$ cat config.mk
export PLATFORM = sky130hd
export DESIGN_NAME = tea_ctrl
export DESIGN_NICKNAME = d
export VERILOG_FILES = /design/src/rtl/tea_pkg.sv /design/src/rtl/tea_ctrl.sv
export SDC_FILE = /design/constraint.sdc
export NUM_CORES = 1
export LEC_CHECK = 0
export ABC_AREA = 0
export BUFFER_PORTS_ARGS = -buffer_cell sky130_fd_sc_hd__buf_2
export CORE_AREA = 2 2 39 41
export DETAILED_ROUTE_END_ITERATION = 10
export DIE_AREA = 0 0 41 43
export MAX_ROUTING_LAYER = met4
export PLACE_DENSITY_LB_ADDON = 0.2
export SYNTH_ARGS = -nofsm -noshare
export SYNTH_HDL_FRONTEND = slang
export SYNTH_SLANG_ARGS = --single-unit
$ cat constraint.sdc
create_clock -name clk -period 1.8 [get_ports clk]
set_input_delay 0.09 -clock clk [delete_from_list [all_inputs] [get_ports clk]]
set_output_delay 0.09 -clock clk [all_outputs]
set_load 0.01 [all_outputs]
$ cat src/rtl/tea_pkg.sv
// ----------------------------------------------------------------------------
// tea_pkg
// Shared types, constants and functions of the threshold exposure accumulator.
// ----------------------------------------------------------------------------
`default_nettype none
package tea_pkg;
    localparam int MaxEntries = 1024;

    localparam logic [2:0] KIND_ABOVE  = 3'd0;
    localparam logic [2:0] KIND_BELOW  = 3'd1;
    localparam logic [2:0] KIND_EXCESS = 3'd2;
    localparam logic [2:0] KIND_SQUARE = 3'd3;
    localparam logic [2:0] KIND_MAX    = 3'd4;
    localparam logic [2:0] KIND_MIN    = 3'd5;

    localparam logic [2:0] REG_KIND      = 3'd0;
    localparam logic [2:0] REG_THRESHOLD = 3'd1;
    localparam logic [2:0] REG_INCLUSIVE = 3'd2;
    localparam logic [2:0] REG_BELOW     = 3'd3;
    localparam logic [2:0] REG_SCOPE     = 3'd4;

    localparam logic CMD_SAMPLE = 1'b0;
    localparam logic CMD_CLEAR  = 1'b1;

    typedef struct packed {
        logic [2:0]  kind;
        logic [31:0] threshold;
        logic        inclusive;
        logic        below;
        logic        scope;
    } cfg_t;

    typedef struct packed {
        logic        command;
        logic [31:0] sample_value;
        logic        in_region;
        logic [31:0] sample_weight;
        logic [31:0] time_step;
        logic        last_in_step;
    } in_item_t;

    typedef struct packed {
        logic [9:0]  entry_index;
        logic [63:0] entry_value;
        logic [15:0] selected_count;
        logic [10:0] updated_count;
        logic        step_done;
        logic [31:0] step_total;
        logic [63:0] elapsed_total;
        logic        count_error;
    } out_item_t;

    typedef struct packed {
        logic load;
        logic mul_a;
        logic mul_b;
        logic mul_c;
        logic mul_d;
        logic finish;
    } cmd_t;

    function automatic logic [63:0] mulq(input logic [63:0] a, input logic [31:0] b);
        logic [63:0] lo;
        logic [63:0] hi;
        logic [64:0] s;
        lo = {32'd0, a[31:0]} * {32'd0, b};
        hi = {32'd0, a[63:32]} * {32'd0, b};
        s  = {1'b0, hi[47:0], 16'd0} + {17'd0, lo[63:16]};
        if (hi[63:48] != 16'd0 || s[64])
            return '1;
        return s[63:0];
    endfunction

    function automatic logic [63:0] addsat_signed(input logic [63:0] old,
                                                  input logic [63:0] inc);
        if (!old[63] && inc > (64'h7FFF_FFFF_FFFF_FFFF - old))
            return 64'h7FFF_FFFF_FFFF_FFFF;
        return old + inc;
    endfunction

    function automatic logic [63:0] start_value(input logic [2:0] kind);
        if (kind == KIND_MAX) return 64'h8000_0000_0000_0000;
        if (kind == KIND_MIN) return 64'h7FFF_FFFF_FFFF_FFFF;
        return 64'd0;
    endfunction

    function automatic logic [63:0] pick_extreme(input logic [2:0] kind,
                                                 input logic [63:0] old,
                                                 input logic [63:0] nv);
        if (kind == KIND_MAX) return ($signed(nv) > $signed(old)) ? nv : old;
        if (kind == KIND_MIN) return ($signed(old) > $signed(nv)) ? nv : old;
        return old;
    endfunction
endpackage
`default_nettype wire

$ cat src/rtl/tea_ctrl.sv
// ----------------------------------------------------------------------------
// tea_ctrl
// Sequencer: load, four multiply steps, finish and hold the result.
// ----------------------------------------------------------------------------
`default_nettype none
module tea_ctrl (
    input  wire logic          clk,
    input  wire logic          rst_n,
    input  wire logic          in_valid,
    output logic               in_ready,
    output logic               out_valid,
    input  wire logic          out_ready,
    output tea_pkg::cmd_t      cmd
);
    typedef enum logic [2:0] {S_IDLE, S_MA, S_MB, S_MC, S_MD, S_FIN} state_t;
    state_t state_reg, state_next;
    logic   out_valid_reg, out_valid_next;

    assign in_ready  = (state_reg == S_IDLE) && (!out_valid_reg || out_ready);
    assign out_valid = out_valid_reg;

    always_comb
    begin
        cmd            = '0;
        state_next     = state_reg;
        out_valid_next = out_valid_reg;
        if (out_valid_reg && out_ready)
            out_valid_next = 1'b0;
        unique case (state_reg)
            S_IDLE:
            begin
                if (in_valid && in_ready)
                begin
                    cmd.load   = 1'b1;
                    state_next = S_MA;
                end
            end
            S_MA:
            begin
                cmd.mul_a  = 1'b1;
                state_next = S_MB;
            end
            S_MB:
            begin
                cmd.mul_b  = 1'b1;
                state_next = S_MC;
            end
            S_MC:
            begin
                cmd.mul_c  = 1'b1;
                state_next = S_MD;
            end
            S_MD:
            begin
                cmd.mul_d  = 1'b1;
                state_next = S_FIN;
            end
            S_FIN:
            begin
                cmd.finish     = 1'b1;
                out_valid_next = 1'b1;
                state_next     = S_IDLE;
            end
            default: state_next = S_IDLE;
        endcase
    end

    always_ff @(posedge clk or negedge rst_n)
    begin
        if (!rst_n)
        begin
            state_reg     <= S_IDLE;
            out_valid_reg <= 1'b0;
        end
        else
        begin
            state_reg     <= state_next;
            out_valid_reg <= out_valid_next;
        end
    end
endmodule
`default_nettype wire

==> summary.txt <==
Leak - 0.165 nW
pin count of the biggest net entering global routing - 11
Final ANT Viol Nets - 0
TritonCTS clock tree - done
cell area after placement - 290 um2
vias post-DR - 200
Hold Fails Final Rpt - 0
power per cell area - 1730 mW/mm2
Core Region - 0.00138 mm2
max reg flops - 3
Cell variety after synth - 14
buffers added on ports - 11
DIE HEIGHT - 43 um
fmax - 710 MHz
CTS Buf Count - 3
area delta synth->final - 29.6%
MaxCap Viol Count - 0
Synth Net Count - 27
most frequent cells in the layout - buf_2, dfrtp_1, nor3b_1, clkbuf_4
Avg Vias per Cell - 4.00
buffers plus inverters on the worst setup path - 1
global-route usage over all layers - 7.02%
htree depth - 1
Post-Route WL - 492 um
pre-CTS setup slack - 0.636 ns
VDD IR-drop max - 0.510 mV
Synth Cell Area - 249 um2
RSZ-0062 raised after global routing - no
CP Capture Type - primary output
filler cell count - 154
CP delay by family, top - flip-flops
Bufs on Longest Clock Path - 2
die area - 0.00176 mm2
Iter 0 DRT Violations - 0
syn avg cell area - 10.8 um2
setup slack after layout - 0.392 ns
num ports - 12
Initial Util - 18.0%
CP max stage delay - 0.49 ns
vias in the first global route - 169
Worst EP required - 1.71 ns
register area share after synthesis - 40.2%
nets@finish - 40
TritonCTS Sinks - 4
Syn. warnings - 0
Fin Hold WS - 0.187 ns
Avg WL per Cell - 9.84 um
fin crit period - 1.41 ns
most common cell after layout, fill and taps aside - buf_2
detailed placer's ending HPWL - 341 um
Worst Max-Slew Pin Slew - 0.357 ns
crit path DAT - 1.32 ns
initial antenna violation count - 0
DRC Markers - 0
outcome - finished clean
crit path max-delay cell type - dfrtp_1
Hold Crit Class - primary input to async pin
Final Cell Area - 323 um2
crit-path max FO - 10
Layout Skew - 0.00122 ns
final max-slew violation count - 0
setup TNS - 0 ns
CP startpoint kind - flip-flop
Setup CP Type - flip-flop to primary output
CTS Root Buffer Type - clkbuf_4
overall power - 0.560 mW
chip width - 41 um
layout cells sized above 1 - 47.1%
antenna diode count - 0
setup violators final - 0
worst path cell trace - nor4b_4 > and2_1 > buf_2
post-cts resize count - 0
insertion delay to the later sink of the worst-skew pair - 0.23 ns
DR pass1 iterations - 1
relative slew slack - 76.2%
clk slew on worst S/H paths - 0.04 ns
grt ovf - 0
gpl congestion - 0.691
final period utilization - 78.2%
Yosys reg bits - 4
Reg2Reg Setup Slack - 0.71 ns
Gate Count Post-Synth - 23
first-pass GRT wire length - 710 um
num rows - 14
==> per-layer routing <==
metal  vias up  routed length, um  track usage, %
met5         -                  0               -
met4         0                  0            4.00
met3         0                 54            7.85
met2        10                224            7.50
met1        92                213            7.49
li1         98                  -               -
==> synthesized netlist by cell type <==
cell / number / area share, %
dfrtp_1: 4 / 40
buf_4: 3 / 9.0
nor3b_1: 3 / 9.0
a211oi_1: 2 / 6.0
nor2_1: 2 / 3.0
and2_1: 1 / 2.5
and3b_2: 1 / 4.0
buf_6: 1 / 4.5
nand2_1: 1 / 1.5
nand2b_1: 1 / 2.5
nor4b_4: 1 / 9.5
o21ai_0: 1 / 2.0
or2_1: 1 / 2.5
xnor2_1: 1 / 3.5
==> kinds of logic after synthesis <==
kind of cell              share of synthesized area (%)
and+or+nand+nor                                    34.7
buffers and inverters                              13.6
DFF                                                40.2
xor gates and xnor gates                           3.52
AOI/OAI and AO/OA                                  8.04
==> path summary, 6_finish.rpt <==
kind                                                from                        to  depth (start not counted)
worst max-delay path            state_reg[1]$_DFFE_PN0P_                    cmd[5]                          3
worst min-delay path                               rst_n  state_reg[0]$_DFFE_PN0P_                          2
worst max register to register  state_reg[1]$_DFFE_PN0P_  state_reg[2]$_DFFE_PN0P_                          2
worst min register to register     out_valid$_DFFE_PN0P_     out_valid$_DFFE_PN0P_                          2
max in group asynchronous                          rst_n     out_valid$_DFFE_PN0P_                          2
min in group clk                               out_ready     out_valid$_DFFE_PN0P_                          3
==> repair_timing <==
item,in CTS,in global routing
hold endpoints to repair,4,0
setup endpoints to repair,0,0
hold buffers,1,0
buffers inserted,0,0
==> through the flow <==
stage	instances	utilization, %
floorplan	23	-
global placement	46	21.0
detailed placement	46	21.0
CTS	50	23.3
global route	50	23.3
finish	50	23.3
==> power breakdown <==
group,switching (mW),leakage (nW),internal [mW]
clock,0.0378,0.0138,0.0747
sequential,0.0868,0.0512,0.128
combinational,0.0985,0.100,0.134
total,0.223,0.165,0.337
==> cell type report <==
| type | instances | area [um2] | share of cell area [%] |
|---|---|---|---|
| Sequential cell | 4 | 100 | 31.0 |
| Clock buffer | 3 | 22.5 | 6.98 |
| Timing Repair Buffer | 12 | 65.1 | 20.2 |
| Multi-Input combinational cell | 15 | 115 | 35.7 |
| Tap cell | 16 | 20.0 | 6.20 |
No activity file was read; power rests on OpenSTA's default activity.
